[config.mk]
export PLATFORM = sky130hd
export DESIGN_NAME = btpc_post
export DESIGN_NICKNAME = d
export VERILOG_FILES = /design/src/hw/rtl/btpc_pkg.sv /design/src/hw/rtl/btpc_post.sv
export SDC_FILE = /design/constraint.sdc
export NUM_CORES = 2
export LEC_CHECK = 0
export BUFFER_PORTS_ARGS = -buffer_cell sky130_fd_sc_hd__buf_2
export CAP_MARGIN = 20
export CORE_ASPECT_RATIO = 0.5
export CORE_UTILIZATION = 60
export DETAILED_ROUTE_END_ITERATION = 16
export GPL_TIMING_DRIVEN = 0
export PLACE_DENSITY = 0.79
export SYNTH_ARGS = -nofsm -noshare
export SYNTH_HDL_FRONTEND = slang
export SYNTH_SLANG_ARGS = --single-unit
[constraint.sdc]
create_clock -name clk_i -period 14.2 [get_ports clk_i]
set_clock_uncertainty 0.15 [all_clocks]
set_input_delay 2.84 -clock clk_i [delete_from_list [all_inputs] [get_ports clk_i]]
set_output_delay 2.84 -clock clk_i [all_outputs]
set_load 0.02 [all_outputs]
[src/hw/rtl/btpc_pkg.sv]
// Shared types, register codes and helper functions for the compensation block.
package btpc_pkg;

  localparam int unsigned AddrWidth = 6;
  localparam int unsigned DivSteps  = 32;

  localparam logic [2:0] REG_T1 = 3'd0;
  localparam logic [2:0] REG_T2 = 3'd1;
  localparam logic [2:0] REG_T3 = 3'd2;
  localparam logic [2:0] REG_P1 = 3'd3;
  localparam logic [2:0] REG_PLO = 3'd4;
  localparam logic [2:0] REG_PHI = 3'd5;

  typedef struct packed {
    logic [15:0] t1;
    logic [15:0] t2;
    logic [15:0] t3;
    logic [15:0] p1;
    logic [63:0] plo;
    logic [63:0] phi;
  } cfg_t;

  // front end result handed to the divider
  typedef struct packed {
    logic [31:0] temp;
    logic [31:0] divisor;
    logic [31:0] num;
  } front_t;

  // fields that ride along with the division
  typedef struct packed {
    logic [31:0] temp;
    logic        big;
    logic        zero;
  } side_t;

  typedef struct packed {
    logic [31:0] quo;
    side_t       side;
  } quo_t;

  function automatic logic [31:0] sx16(input logic [15:0] v);
    return {{16{v[15]}}, v};
  endfunction

  function automatic logic [31:0] asr(input logic [31:0] x, input int unsigned n);
    return 32'($signed(x) >>> n);
  endfunction

endpackage

[src/hw/rtl/btpc_post.sv]
// Nonlinear pressure correction after the division; last stage is the output register.
module btpc_post (
  input  logic                 clk_i,
  input  logic                 rst_ni,
  input  logic                 en_i,
  input  btpc_pkg::cfg_t       cfg_i,
  input  logic                 valid_i,
  input  btpc_pkg::quo_t       data_i,
  output logic                 valid_o,
  output logic [31:0]          temp_o,
  output logic [31:0]          press_o,
  output logic                 zero_o
);
  import btpc_pkg::*;

  logic [3:0]  v_q;
  logic [31:0] p_q [1:3];
  side_t       side_q [1:3];
  logic [31:0] sq_q, p8m_q, v1m_q, v2_q, s_q;
  logic [31:0] temp_q, press_q;
  logic        zero_q;
  logic [31:0] pin, ps, p7, p8, p9;

  assign p7  = sx16(cfg_i.phi[31:16]);
  assign p8  = sx16(cfg_i.phi[47:32]);
  assign p9  = sx16(cfg_i.phi[63:48]);
  assign pin = data_i.side.big ? {data_i.quo[30:0], 1'b0} : data_i.quo;
  assign ps  = {3'd0, pin[31:3]};

  always_ff @(posedge clk_i or negedge rst_ni) begin
    if (!rst_ni) begin
      v_q <= '0;
    end else if (en_i) begin
      v_q <= {v_q[2:0], valid_i};
    end
  end

  always_ff @(posedge clk_i) begin
    if (en_i) begin
      p_q[1]    <= pin;
      side_q[1] <= data_i.side;
      sq_q      <= ps * ps;
      p8m_q     <= {2'd0, pin[31:2]} * p8;
      p_q[2]    <= p_q[1];
      side_q[2] <= side_q[1];
      v1m_q     <= p9 * {13'd0, sq_q[31:13]};
      v2_q      <= asr(p8m_q, 13);
      p_q[3]    <= p_q[2];
      side_q[3] <= side_q[2];
      s_q       <= asr(v1m_q, 12) + v2_q + p7;
      temp_q    <= side_q[3].temp;
      zero_q    <= side_q[3].zero;
      press_q   <= side_q[3].zero ? 32'd0 : p_q[3] + asr(s_q, 4);
    end
  end

  assign valid_o = v_q[3];
  assign temp_o  = temp_q;
  assign press_o = press_q;
  assign zero_o  = zero_q;
endmodule
==> results.md <==
Floorplan:
- The initial core utilization is 0.607.
- For this design the top-level I/O count stands at 328.
- The die width is 398 um.
- The standard cell core area is between 70000 and 80000 um^2.
- The die is roughly 200 um tall.
- In this run the core area contains 72 standard-cell rows.
- The floorplan step defined a die boundary enclosing 79500 um^2.

Placement:
- Input and output buffers added on the ports amount to 165.
- Counting tap cells, the placed design contains a total of ~5700 instances.
- The HPWL after detailed placement is a little under 100000 um.
- The last weighted congestion value of the routability-driven placer is 0.969.

Synthesis:
- Averaged over all synthesized cells, the footprint is 10.5 um^2.
- Synthesis produced a netlist whose cell count is 4483.
- The total number of yosys warnings is 0.
- The post-synth design cell area is 47000 um^2.
- The share of flip-flops with an asynchronous set or reset is 0.0111.
- For this run, the leading register cell type out of synthesis is edfxtp_1.
- The number of distinct standard cells referenced by the synthesized netlist is 77.
- The number of nets in the synthesized netlist is 6024.
- The number of synthesized register bits is between 300 and 400.
- The number of enable-type register cells in the synthesized netlist is around 360.
- The register area share after synthesis is 0.229.

Clocking:
- Clock tree synthesis found a total of 359 sinks.
- In this run the post-CTS setup repair buffer count came out at 0.
- The number of clock buffers added by TritonCTS is 37.
- The CTS H-tree depth is 2.
- TritonCTS built the clock tree.
- Clock latency on the worst-skew pair, taken at its later pin, is 0.59 ns.
- Buffers inserted to repair hold after CTS numbered 0.
- The clock slew at the register clock pins of the worst setup and hold paths is 0.06 ns.
- The tree is rooted in a clkbuf_16.
- In this run, post-CTS repair resized a total of 0 instances.
- The maximum buffer depth of the clock tree is 3.

Detailed routing:
- The count of TritonRoute iterations in the first routing pass is 14.
- The count of nets left with antenna violations after detail routing is 0.
- Dividing the detail-routed wire length by the instance count gives between 20 and 25 um.
- In the routed layout, each cell is associated on average with a via count of 5.56.
- The overall via count from detail_route is about 32000.
- After detailed routing, the number of remaining DRC violations is 2.
- The final layout contains routed wiring with a total length of 119000 um.
- For this block, the initial DRC count from the detailed router was 2718.

STA:
- The number of failing hold endpoints at the final stage is 0.
- Based on the critical path, the design can be clocked at up to 76.9 MHz.
- For the pin with the worst max-slew slack, the measured transition is roughly 1.2 ns.
- Setup repair after global routing left no endpoint under its margin.
- The worst pin sits at a relative slew slack of 0.228.
- Setup violations remaining at the end of the flow were counted as 0.
- The share of the cycle needed by the critical path after routing is 0.916.
- Adding up every negative setup slack in the final design gives 0 ns.
- Counting I/O delays and the setup requirement, the final critical path takes 13.01 ns.
- The max-slew violation count came to 0.

Worst hold path:
- The min-delay analysis places its worst path in the category flop to flop.

Worst setup path:
- The worst setup path is launched from an input port.
- STA classifies the critical path endpoint as a flop.
- The cell occurring most often along the worst timing path is fa_1.
- For the worst setup path, the data arrival time is 13.12 ns.
- The worst setup path category is input port to flop.
- The delay of the slowest cell on the worst path is about 0.95 ns.
- The setup check on the worst reg-to-reg path leaves a slack of between 6 and 7 ns.
- The slowest cell on the critical path is mux2i_1.
- Along the worst path, the maximum fanout reaches 10.
- Data on the critical path is required at its endpoint by 14.31 ns.

Global routing:
- The largest net degree at the start of global routing is ~130.
- The initial antenna violation count is 7.
- The global-route total usage across every layer is 0.311.
- The first-pass GRT wire length is between 150000 and 200000 um.
- The via count of the first global-routing pass was around 34000.
- Summed over all layers, the global routing overflow is 0.

Finish:
- The signed area change from the synthesized netlist to the final layout is 7.62%.
- Excluding fillers, the count of instances in the completed layout stands at between 5000 and 6000.
- For this run, the post-layout net count is ~6200.
- The top cell types in the final layout, fill and taps aside, are inv_1 (1105), fa_1 (921), nand2_1 (576).
- The commonest non-fill, non-tap cell in the layout is inv_1.
- In the final layout, the share of cells above drive strength 1 is 0.0597.

Outcome:
- The final reports fail on DRC.
- The flow ran to the end, but the final reports show violations.

Job:
- Across the run, the number of max-cap violations was 0.
## per-layer routing
layer  share of wire  vias to the layer above  GRT usage
met5         0.00023                        -          0
met4           0.043                        4      0.123
met3            0.11                      379     0.0820
met2            0.46                     1585      0.490
met1            0.39                    16200      0.416
li1                -                    13900          -
## cells by family after synthesis
group | synth area share
AOI/OAI and AO/OA | 0.0320
xor gates and xnor gates | 0.0252
adders and majority gates | 0.488
buffers and inverters | 0.102
DFF | 0.229
muxes | 0.00986
and+or+nand+nor | 0.114
## worst paths after layout
check,start,endpoint,cells after the start
max,data_i[1],sq_q[31],29
min,p_q[0][75],p_q[0][107],0
max reg2reg,sq_q[25],v1m_q[26],23
min reg2reg,p_q[0][75],p_q[0][107],0
max in group asynchronous,rst_ni,v_q[3],1
min in group asynchronous,rst_ni,v_q[0],1
## worst max-delay path: cells and delay by family
kind	cells	cell delay [ns]
simple gates	3	0.77
xor+xnor	1	0.65
mux	1	0.95
buf+inv	9	1.96
compound gates	6	1.52
fa+ha+maj	9	4.38
## cells in the mapped netlist, drive strengths merged (17+ instances only)
master	n	area share
inv	1107	0.088
clkbuf	137	0.011
o21a	18	0.0029
xnor2	104	0.019
and2	219	0.029
nor2	235	0.019
ha	358	0.095
a21oi	59	0.0065
nand3	17	0.0018
a21o	27	0.0043
edfxtp	355	0.23
nor3	25	0.0027
nand2	576	0.046
nor2b	32	0.0043
nand2b	27	0.0036
xor2	31	0.0058
fa	921	0.39
buf	23	0.0023
mux2i	30	0.0077
o21ai	33	0.0035
## per-stage QoR
stage	instance area [um^2]	setup WS (ns)	hold slack, ns	utilization
final	50600	1.19	0.250	0.653
after global routing	50500	1.03	0.254	0.653
after CTS	50500	1.60	0.250	0.653
after detailed placement	49200	1.02	0.255	0.636
after global placement	49100	0.825	0.250	0.634
after floorplan	47000	3.22	0.250	-
## final cells by class
| class | instances | area [um^2] |
|---|---|---|
| antenna | 5 | 12.5 |
| inverter | 1112 | 4170 |
| tap | 1036 | 1300 |
| buffer | 160 | 622 |
| fill | 5896 | 26800 |
| multi-input combinational | 2852 | 31400 |
| sequential | 359 | 10800 |
| clock inverter | 25 | 333 |
| timing repair buffer | 174 | 963 |
| clock buffer | 42 | 975 |
## state kept, by name, summed over array words and instances, names as in the netlist
name,cells
side_q,99
p_q,95
press_o,32
temp_o,32
sq_q,20
v1m_q,20
p8m_q,19
v2_q,19
s_q,18
v_q,4
zero_o,1
Power is left out: the tool's default activity adds up to more than one toggle a clock period on the data nets, which glitch-free logic cannot reach.
