File: config.mk
export PLATFORM = sky130hd
export DESIGN_NAME = btpc_cfg
export DESIGN_NICKNAME = d
export VERILOG_FILES = /design/src/hw/rtl/btpc_pkg.sv /design/src/hw/rtl/btpc_cfg.sv
export SDC_FILE = /design/constraint.sdc
export NUM_CORES = 1
export LEC_CHECK = 0
export BUFFER_PORTS_ARGS = -buffer_cell sky130_fd_sc_hd__buf_2
export CAP_MARGIN = 5
export CORE_AREA = 5 5 173 158
export CTS_CLUSTER_DIAMETER = 40
export DETAILED_ROUTE_END_ITERATION = 16
export DIE_AREA = 0 0 178 163
export MAX_ROUTING_LAYER = met4
export PLACE_DENSITY = 0.68
export SETUP_SLACK_MARGIN = 0.1
export SLEW_MARGIN = 20
export SYNTH_ARGS = -nofsm -noshare
export SYNTH_HDL_FRONTEND = slang
export SYNTH_SLANG_ARGS = --single-unit
File: constraint.sdc
create_clock -name clk_i -period 1.1 [get_ports clk_i]
set_clock_uncertainty 0.15 [all_clocks]
set_input_delay 0.055 -clock clk_i [delete_from_list [all_inputs] [get_ports clk_i]]
set_output_delay 0.055 -clock clk_i [all_outputs]
set_load 0.01 [all_outputs]
File: src/hw/rtl/btpc_pkg.sv
// Shared types, register codes and helper functions for the compensation block.
package btpc_pkg;

  localparam int unsigned AddrWidth = 6;
  localparam int unsigned DivSteps  = 32;

  localparam logic [2:0] REG_T1 = 3'd0;
  localparam logic [2:0] REG_T2 = 3'd1;
  localparam logic [2:0] REG_T3 = 3'd2;
  localparam logic [2:0] REG_P1 = 3'd3;
  localparam logic [2:0] REG_PLO = 3'd4;
  localparam logic [2:0] REG_PHI = 3'd5;

  typedef struct packed {
    logic [15:0] t1;
    logic [15:0] t2;
    logic [15:0] t3;
    logic [15:0] p1;
    logic [63:0] plo;
    logic [63:0] phi;
  } cfg_t;

  // front end result handed to the divider
  typedef struct packed {
    logic [31:0] temp;
    logic [31:0] divisor;
    logic [31:0] num;
  } front_t;

  // fields that ride along with the division
  typedef struct packed {
    logic [31:0] temp;
    logic        big;
    logic        zero;
  } side_t;

  typedef struct packed {
    logic [31:0] quo;
    side_t       side;
  } quo_t;

  function automatic logic [31:0] sx16(input logic [15:0] v);
    return {{16{v[15]}}, v};
  endfunction

  function automatic logic [31:0] asr(input logic [31:0] x, input int unsigned n);
    return 32'($signed(x) >>> n);
  endfunction

endpackage

File: src/hw/rtl/btpc_cfg.sv
// Calibration coefficient registers behind the APB-style port.
module btpc_cfg (
  input  logic                           clk_i,
  input  logic                           rst_ni,
  input  logic                           psel,
  input  logic                           penable,
  input  logic                           pwrite,
  input  logic [btpc_pkg::AddrWidth-1:0] paddr,
  input  logic [63:0]                    pwdata,
  output logic [63:0]                    prdata,
  output logic                           pready,
  output btpc_pkg::cfg_t                 cfg_o
);
  import btpc_pkg::*;

  cfg_t        cfg_q;
  logic        wr;
  logic [2:0]  idx;

  assign pready = 1'b1;
  assign idx    = paddr[5:3];
  assign wr     = psel & penable & pwrite;
  assign cfg_o  = cfg_q;

  always_ff @(posedge clk_i or negedge rst_ni) begin
    if (!rst_ni) begin
      cfg_q <= '0;
    end else if (wr) begin
      unique case (idx)
        REG_T1:  cfg_q.t1  <= pwdata[15:0];
        REG_T2:  cfg_q.t2  <= pwdata[15:0];
        REG_T3:  cfg_q.t3  <= pwdata[15:0];
        REG_P1:  cfg_q.p1  <= pwdata[15:0];
        REG_PLO: cfg_q.plo <= pwdata;
        REG_PHI: cfg_q.phi <= pwdata;
        default: ;
      endcase
    end
  end

  always_comb begin
    unique case (idx)
      REG_T1:  prdata = {48'd0, cfg_q.t1};
      REG_T2:  prdata = {48'd0, cfg_q.t2};
      REG_T3:  prdata = {48'd0, cfg_q.t3};
      REG_P1:  prdata = {48'd0, cfg_q.p1};
      REG_PLO: prdata = cfg_q.plo;
      REG_PHI: prdata = cfg_q.phi;
      default: prdata = '0;
    endcase
  end
endmodule

==> metrics.txt, run 1 <==
# TYPE chip_impl_metric gauge
chip_impl_metric{name="global_route.usage.total",unit="%"} 22.1
chip_impl_metric{name="antenna_violations_before_repair",unit=""} 0
chip_impl_info{name="hp-class",value="in -> async"} 1
chip_impl_info{name="worst_path_dominant_cell_family",value="flip-flops"} 1
chip_impl_info{name="tritoncts_clock_tree",value="built"} 1
chip_impl_metric{name="fp.coreArea",unit="mm²"} 0.0256
chip_impl_info{name="largest_family_of_logic_cells_by_synthesized_area",value="multiplexers"} 1
chip_impl_metric{name="row_count",unit=""} 56
chip_impl_metric{name="muxShareOfSynthArea",unit="%"} 35.1
chip_impl_metric{name="instances_no_fill",unit=""} 1607
chip_impl_metric{name="setup_viol",unit=""} 387
chip_impl_metric{name="ant_nets",unit=""} 0
chip_impl_info{name="cts_root_buffer",value="sky130_fd_sc_hd__clkbuf_16"} 1
chip_impl_metric{name="compound_cell_area_share_of_the_yosys_netlist",unit="%"} 2.73
chip_impl_metric{name="synth_top_cell_area_share",unit="%"} 55.1
chip_impl_metric{name="chipWidth",unit="µm"} 178
chip_impl_info{name="synth_top_area_cell",value="sky130_fd_sc_hd__dfrtp_1"} 1
chip_impl_metric{name="combPwrFrac",unit="%"} 39.8
chip_impl_metric{name="finalSetupTns",unit="ns"} -60.45
chip_impl_metric{name="ys_seq_area_share",unit="%"} 55.1
chip_impl_metric{name="synth_enable_flop_cells",unit=""} 0
chip_impl_metric{name="cts-root-to-sink-buffers",unit=""} 2
chip_impl_metric{name="num-nets-final",unit=""} 1321
chip_impl_metric{name="post_synth_inst_count",unit=""} 630
chip_impl_metric{name="grt_start_max_net_pins",unit=""} 41
chip_impl_metric{name="clock.fmax",unit="MHz"} 570
chip_impl_metric{name="cts_buffers",unit=""} 17
chip_impl_metric{name="yosys.area_share.xor_xnor",unit="%"} 0
chip_impl_info{name="ys_dominant_reg_cell",value="sky130_fd_sc_hd__dfrtp_1"} 1
chip_impl_info{name="critical-path-slowest-cell",value="sky130_fd_sc_hd__dfrtp_1"} 1
chip_impl_metric{name="grt_first_pass_wirelength",unit="µm"} 48600
chip_impl_metric{name="whs",unit="ns"} -0.0685
chip_impl_metric{name="p_leak",unit="nW"} 8.05
chip_impl_metric{name="clk_pin_slew",unit="ns"} 0.08
chip_impl_metric{name="yosys.area_share.adder",unit="%"} 0
chip_impl_metric{name="final-hold-violation-count",unit=""} 15
chip_impl_metric{name="cp_slowest_stage_delay",unit="ns"} 0.41
chip_impl_metric{name="power_switching_share",unit="%"} 31.0
chip_impl_metric{name="insertedDiodeCount",unit=""} 0
chip_impl_metric{name="first_global_vias",unit=""} 8530
chip_impl_info{name="rsz0062_at_grt",value="true"} 1
chip_impl_metric{name="total_power",unit="mW"} 26.5
chip_impl_metric{name="path_buf_inv",unit=""} 1
chip_impl_metric{name="switching_component_of_the_power",unit="mW"} 8.22
chip_impl_metric{name="cts_hold_buffers",unit=""} 65
chip_impl_metric{name="initial_drc_count",unit=""} 346
chip_impl_info{name="crit_path_start_kind",value="register"} 1
chip_impl_info{name="worst-setup-path-type",value="reg -> out"} 1
chip_impl_info{name="outcome",value="finished, violations left"} 1
chip_impl_metric{name="yosys_register_bits",unit=""} 192
chip_impl_metric{name="wire_per_inst",unit="µm"} 20.7
chip_impl_metric{name="yosysWarnings",unit=""} 0
chip_impl_metric{name="globalRoute.totalOverflow",unit=""} 0
chip_impl_metric{name="setup_ws",unit="ns"} -0.654
chip_impl_metric{name="chipHeight",unit="µm"} 163
chip_impl_metric{name="timing.final.crit_period",unit="ns"} 1.75
chip_impl_metric{name="dr.pass1.iters",unit=""} 4
chip_impl_metric{name="proportion_of_power_drawn_by_the_clock_network",unit="%"} 24.0
chip_impl_metric{name="fp.dieArea",unit="mm²"} 0.0290
chip_impl_metric{name="worstPathRequired",unit="ns"} 0.89
chip_impl_metric{name="initial_core_util",unit="%"} 34.1
chip_impl_metric{name="area_delta_synth_final",unit="%"} 84.1
chip_impl_metric{name="buffer_ports.inserted",unit=""} 327
chip_impl_metric{name="maxSlewViolCount",unit=""} 0
chip_impl_metric{name="num_vias",unit=""} 7849
chip_impl_metric{name="postSynthNetCount",unit=""} 705
chip_impl_metric{name="insertion_delay",unit="ns"} 0.42
chip_impl_metric{name="cap_violations",unit=""} 0
chip_impl_info{name="crit_path_cell_trace",value="mux2_2 -> a22oi_2 -> o22ai_2 -> buf_2"} 1
chip_impl_metric{name="place.gp.congestion",unit=""} 0.835
chip_impl_metric{name="critical_path_arrival",unit="ns"} 1.55
chip_impl_metric{name="pin_count",unit=""} 332
chip_impl_metric{name="pwr-share-seq",unit="%"} 36.2
chip_impl_info{name="post_synth_main_area_contributors",value="sky130_fd_sc_hd__dfrtp_1 55%, sky130_fd_sc_hd__mux2_2 23%, sky130_fd_sc_hd__mux2i_1 8.5%, sky130_fd_sc_hd__nor2_1 2.3%, sky130_fd_sc_hd__mux2_4 1.5%"} 1
chip_impl_metric{name="power_report.internal_total",unit="mW"} 18.3
chip_impl_metric{name="period_share",unit="%"} 159
chip_impl_metric{name="placedCellCount",unit=""} 1371
chip_impl_metric{name="post_route_cells_drive_above_1_share",unit="%"} 65.7
chip_impl_metric{name="final.fill_count",unit=""} 1835
chip_impl_info{name="violations_in_the_final_reports",value="hold timing, setup timing"} 1
chip_impl_info{name="netlist_top_cells_count",value="192 x sky130_fd_sc_hd__dfrtp_1, 182 x sky130_fd_sc_hd__mux2_2, 74 x sky130_fd_sc_hd__mux2i_1, 54 x sky130_fd_sc_hd__nor2_1, 25 x sky130_fd_sc_hd__buf_2"} 1
chip_impl_metric{name="drt-total-wl",unit="µm"} 33200
chip_impl_metric{name="synth_simple_gate_area_share",unit="%"} 4.63
chip_impl_metric{name="h-tree-depth",unit=""} 4
chip_impl_metric{name="largest_register_ffs",unit=""} 192
chip_impl_metric{name="clock_sinks",unit=""} 192
chip_impl_metric{name="post-dp-hpwl",unit="µm"} 19600
chip_impl_metric{name="drt-vias-per-instance",unit=""} 4.88
chip_impl_metric{name="drc_violation_count_after_routing",unit=""} 0
chip_impl_metric{name="cp_max_fo",unit=""} 2
chip_impl_info{name="yosys.cell_count.top_type",value="sky130_fd_sc_hd__dfrtp_1"} 1
chip_impl_metric{name="power.density",unit="mW/mm²"} 1650
chip_impl_metric{name="synthesis.area",unit="mm²"} 0.00872
chip_impl_metric{name="synth_async_sr_flop_share",unit="%"} 100
chip_impl_info{name="setup.worst_path.end_class",value="primary output"} 1
chip_impl_metric{name="syn_avg_cell_area",unit="µm²"} 13.8
chip_impl_metric{name="yosysUniqueCellTypes",unit=""} 32
chip_impl_metric{name="vdd.ir_drop.worst",unit="mV"} 0.803
==> layer usage <==
layer	GRT usage (%)	wire length, µm	part of all wire [%]	up-vias
met5	-	0	0	-
met4	8.61	1050	3.1	0
met3	3.99	1710	5.2	74
met2	37.1	17100	51	307
met1	26.6	13400	40	3954
li1	-	-	-	3514
==> logic make-up after synthesis <==
logic type,Yosys count
simple gates,84
mux,277
other cells,1
buf+inv,43
compound gates,33
flops,192
==> path summary, 6_finish.rpt <==
path | from | to | slack (ns) | cells past startpoint
min in group clk_i | paddr[4] | cfg_o[173]$_DFFE_PN0P_ | 0.14 | 5
max | cfg_o[128]$_DFFE_PN0P_ | prdata[0] | -0.65 | 4
min reg2reg | cfg_o[70]$_DFFE_PN0P_ | cfg_o[70]$_DFFE_PN0P_ | 0.37 | 1
max in group asynchronous | rst_ni | cfg_o[162]$_DFFE_PN0P_ | 0.33 | 3
min | rst_ni | cfg_o[138]$_DFFE_PN0P_ | -0.07 | 2
max reg2reg | cfg_o[169]$_DFFE_PN0P_ | cfg_o[169]$_DFFE_PN0P_ | -0.15 | 4
==> area by class of cell <==
| cell class | count | area [µm²] | area share (%) |
|---|---|---|---|
| sequential | 192 | 4810 | 29.9 |
| inverter | 1 | 3.75 | 0.0234 |
| clock buffer | 17 | 425 | 2.65 |
| timing repair buffer | 639 | 6130 | 38.2 |
| clock inverter | 15 | 174 | 1.08 |
| tap | 348 | 435 | 2.71 |
| multi-input combinational | 395 | 4080 | 25.4 |
==> cell usage in the layout, fill, tap and decap left out, types with 4 or more instances in the layout <==
master	synthesis	layout
sky130_fd_sc_hd__buf_16	0	7
sky130_fd_sc_hd__buf_6	1	315
sky130_fd_sc_hd__a22oi_2	0	5
sky130_fd_sc_hd__mux2_1	12	9
sky130_fd_sc_hd__mux2_2	182	118
sky130_fd_sc_hd__mux2_4	9	76
sky130_fd_sc_hd__inv_6	0	5
sky130_fd_sc_hd__nand3_1	6	6
sky130_fd_sc_hd__buf_4	3	52
sky130_fd_sc_hd__clkbuf_16	0	19
sky130_fd_sc_hd__dlygate4sd3_1	0	65
sky130_fd_sc_hd__dfrtp_1	192	191
sky130_fd_sc_hd__o221ai_2	0	6
sky130_fd_sc_hd__mux2i_1	74	73
sky130_fd_sc_hd__a221o_1	4	4
sky130_fd_sc_hd__buf_12	0	17
sky130_fd_sc_hd__nor3b_1	4	4
sky130_fd_sc_hd__nor2_1	54	54
sky130_fd_sc_hd__buf_2	25	177
==> timing repair <==
action / CTS / global route
hold endpoints to repair: 384 / 15
gates cloned: 6 / 3
pin swaps: 10 / 8
endpoints found under the setup margin: 447 / 448
gates resized for setup: 335 / 105
setup buffers: 105 / 80
==> power groups by stage <==
stage	Sequential (mW)	Clock (mW)	Combinational, mW
final	9.62	6.37	10.6
after global routing	9.77	6.84	11.2
after CTS	9.52	6.52	9.69
after detailed placement	9.59	0	6.40
after global placement	9.56	0	6.28
after floorplan	10.1	0	2.39
==> stage by stage <==
stage / setup WS (ns) / util (%) / hold slack, ns / cell area [µm²]
2_1_floorplan: -0.449 / - / -0.391 / 8970
3_3_place_gp: -0.494 / 45.9 / -0.181 / 11700
3_5_place_dp: -0.488 / 45.9 / -0.174 / 11700
4_1_cts: -0.696 / 60.2 / -0.0889 / 15400
5_1_grt: -0.729 / 62.8 / -0.0693 / 16100
6_report: -0.654 / 62.8 / -0.0685 / 16100
Power figures use the tool's default switching activity.
==> run 2, diff against run 1 <==
--- a/config.mk
+++ b/config.mk
@@ -5,14 +5,14 @@
 export SDC_FILE = /design/constraint.sdc
 export NUM_CORES = 1
 export LEC_CHECK = 0
-export BUFFER_PORTS_ARGS = -buffer_cell sky130_fd_sc_hd__buf_2
 export CAP_MARGIN = 5
 export CORE_AREA = 5 5 173 158
 export CTS_CLUSTER_DIAMETER = 40
 export DETAILED_ROUTE_END_ITERATION = 16
 export DIE_AREA = 0 0 178 163
+export DONT_BUFFER_PORTS = 1
 export MAX_ROUTING_LAYER = met4
-export PLACE_DENSITY = 0.68
+export PLACE_DENSITY = 0.56
 export SETUP_SLACK_MARGIN = 0.1
 export SLEW_MARGIN = 20
 export SYNTH_ARGS = -nofsm -noshare
==> metrics.txt, run 2 (synthesis results as in run 1) <==
# TYPE chip_impl_metric gauge
chip_impl_metric{name="period_share",unit="%"} 151
chip_impl_info{name="crit_path_start_kind",value="register"} 1
chip_impl_metric{name="fp.coreArea",unit="mm²"} 0.0256
chip_impl_metric{name="drt-total-wl",unit="µm"} 29000
chip_impl_metric{name="h-tree-depth",unit=""} 4
chip_impl_info{name="violations_in_the_final_reports",value="hold timing, setup timing"} 1
chip_impl_info{name="most_common_cell_after_layout_fill_and_taps_aside",value="sky130_fd_sc_hd__buf_6"} 1
chip_impl_metric{name="power.density",unit="mW/mm²"} 1750
chip_impl_info{name="critical-path-slowest-cell",value="sky130_fd_sc_hd__dfrtp_1"} 1
chip_impl_metric{name="clock_sinks",unit=""} 192
chip_impl_metric{name="place.gp.congestion",unit=""} 0.833
chip_impl_info{name="tritoncts_clock_tree",value="built"} 1
chip_impl_metric{name="whs",unit="ns"} -0.846
chip_impl_metric{name="post_route_cells_drive_above_1_share",unit="%"} 62.4
chip_impl_info{name="layout.cells.most_common_list",value="153 x sky130_fd_sc_hd__buf_6, 148 x sky130_fd_sc_hd__dfrtp_1, 128 x sky130_fd_sc_hd__mux2_4"} 1
chip_impl_metric{name="p_leak",unit="nW"} 6.16
chip_impl_metric{name="drc_violation_count_after_routing",unit=""} 0
chip_impl_metric{name="antenna_violations_before_repair",unit=""} 0
chip_impl_metric{name="initial_drc_count",unit=""} 282
chip_impl_metric{name="area_delta_synth_final",unit="%"} 53.9
chip_impl_metric{name="clock.fmax",unit="MHz"} 602
chip_impl_metric{name="path_buf_inv",unit=""} 1
chip_impl_metric{name="cap_violations",unit=""} 0
chip_impl_metric{name="register_area",unit="mm²"} 0.00486
chip_impl_metric{name="grt_start_max_net_pins",unit=""} 193
chip_impl_info{name="worst_path_dominant_cell_family",value="flip-flops"} 1
chip_impl_metric{name="clk_pin_slew",unit="ns"} 0.08
chip_impl_metric{name="vdd.ir_drop.worst",unit="mV"} 1.14
chip_impl_info{name="worst-setup-path-type",value="reg -> out"} 1
chip_impl_metric{name="wire_per_inst",unit="µm"} 23.3
chip_impl_info{name="rsz0062_at_grt",value="true"} 1
chip_impl_info{name="crit-reg2reg-launch",value="cfg_o[169]$_DFFE_PN0P_"} 1
chip_impl_metric{name="insertion_delay",unit="ns"} 0.42
chip_impl_metric{name="global_route.usage.total",unit="%"} 19.1
chip_impl_metric{name="timing.final.crit_period",unit="ns"} 1.66
chip_impl_info{name="crit_path_cell_trace",value="mux2i_1 -> or3_1 -> o221ai_2 -> buf_4"} 1
chip_impl_metric{name="worst-r2r-cell-count",unit=""} 4
chip_impl_metric{name="final-hold-violation-count",unit=""} 218
chip_impl_info{name="outcome",value="finished, violations left"} 1
chip_impl_metric{name="cp_slowest_stage_delay",unit="ns"} 0.37
chip_impl_metric{name="final.fill_count",unit=""} 2112
chip_impl_metric{name="chipHeight",unit="µm"} 163
chip_impl_metric{name="slew_headroom",unit="%"} 65.5
chip_impl_metric{name="num_vias",unit=""} 6372
chip_impl_metric{name="insertedDiodeCount",unit=""} 0
chip_impl_info{name="hp-class",value="in -> async"} 1
chip_impl_metric{name="cp_max_fo",unit=""} 2
chip_impl_metric{name="cts_hold_buffers",unit=""} 64
chip_impl_metric{name="cts_buffers",unit=""} 17
chip_impl_metric{name="maxSlewViolCount",unit=""} 0
chip_impl_metric{name="fp.dieArea",unit="mm²"} 0.0290
chip_impl_metric{name="buffer_ports.inserted",unit=""} 0
chip_impl_metric{name="critical_path_arrival",unit="ns"} 1.46
chip_impl_metric{name="post-dp-hpwl",unit="µm"} 17400
chip_impl_metric{name="cts-root-to-sink-buffers",unit=""} 2
chip_impl_metric{name="setup_ws",unit="ns"} -0.560
chip_impl_metric{name="largest_register_ffs",unit=""} 192
chip_impl_metric{name="globalRoute.totalOverflow",unit=""} 0
chip_impl_metric{name="drt-vias-per-instance",unit=""} 5.11
chip_impl_metric{name="dr.pass1.iters",unit=""} 4
chip_impl_info{name="cts_root_buffer",value="sky130_fd_sc_hd__clkbuf_16"} 1
chip_impl_info{name="critical_path.reg2reg.endpoint",value="cfg_o[169]$_DFFE_PN0P_"} 1
chip_impl_metric{name="row_count",unit=""} 56
chip_impl_metric{name="initial_core_util",unit="%"} 34.1
chip_impl_metric{name="pin_count",unit=""} 332
chip_impl_metric{name="worstPathRequired",unit="ns"} 0.89
chip_impl_metric{name="worst_case_register_to_register_setup_slack",unit="ns"} -0.17
chip_impl_metric{name="setup_viol",unit=""} 226
chip_impl_metric{name="tightest_slew",unit="ns"} 0.516
chip_impl_metric{name="num-nets-final",unit=""} 961
chip_impl_metric{name="grt_first_pass_wirelength",unit="µm"} 42000
chip_impl_metric{name="first_global_vias",unit=""} 7045
chip_impl_metric{name="ant_nets",unit=""} 0
chip_impl_metric{name="chipWidth",unit="µm"} 178
chip_impl_info{name="setup.worst_path.end_class",value="primary output"} 1
chip_impl_metric{name="multi_input_area",unit="mm²"} 0.00441
chip_impl_metric{name="finalSetupTns",unit="ns"} -34.98
## run 2: power breakdown
part | switching (mW) | leakage (nW) | internal (mW) | total [mW]
Combinational | 2.43 | 3.45 | 4.33 | 6.77
Clock | 3.14 | 0.309 | 3.50 | 6.64
Sequential | 1.62 | 2.40 | 8.50 | 10.1
## run 2: per-stage QoR
stage	utilization (%)	setup WS [ns]	power [mW]	area [µm²]	instances
global route	52.5	-0.641	24.6	13400	1247
finish	52.5	-0.560	23.5	13400	1247
CTS	49.4	-0.557	22.9	12600	1220
global placement	40.8	-0.427	14.6	10400	1097
detailed placement	40.8	-0.473	14.8	10400	1097
floorplan	-	-0.449	12.5	8970	630
## run 2: how the worst max path moves through the flow
stage	to	start	depth (start not counted)	slack [ns]
after floorplan	cfg_o[182]$_DFFE_PN0P_	paddr[3]	6	-0.45
after global placement	cfg_o[175]$_DFFE_PN0P_	paddr[3]	5	-0.43
after detailed placement	cfg_o[175]$_DFFE_PN0P_	paddr[3]	5	-0.47
after CTS	prdata[12]	cfg_o[172]$_DFFE_PN0P_	4	-0.56
after global routing	prdata[12]	cfg_o[188]$_DFFE_PN0P_	4	-0.64
final	prdata[12]	cfg_o[188]$_DFFE_PN0P_	4	-0.56
## run 2: final cells by class
cell class	instances	share of cell area, %
Clock buffer	17	3.17
Clock inverter	15	1.47
Inverter	1	0.0280
Multi-Input combinational cell	395	32.9
Sequential cell	192	36.2
Tap cell	348	3.24
Timing Repair Buffer	279	23.0
## run 2: worst register-to-register path, stage by stage, from the launching register on
cell and delay, ns:
sky130_fd_sc_hd__dfrtp_1 0.40, sky130_fd_sc_hd__buf_4 0.14, sky130_fd_sc_hd__buf_6 0.10, sky130_fd_sc_hd__buf_6 0.11, sky130_fd_sc_hd__mux2_4 0.26
## run 2: metal layers
metal | vias up | part of all wire [%] | GRT usage (%)
met5 | - | 0 | -
met3 | 22 | 6.7 | 5.06
li1 | 2786 | - | -
met2 | 227 | 51 | 32.0
met4 | 0 | 1.3 | 4.89
met1 | 3337 | 41 | 22.9
## run 2: timing repair
action	in CTS	in global routing
gates cloned	2	6
buffers inserted	26	31
pin swaps	26	30
endpoints found under the setup margin	426	413
hold endpoints to repair	384	223
resized for setup	194	165
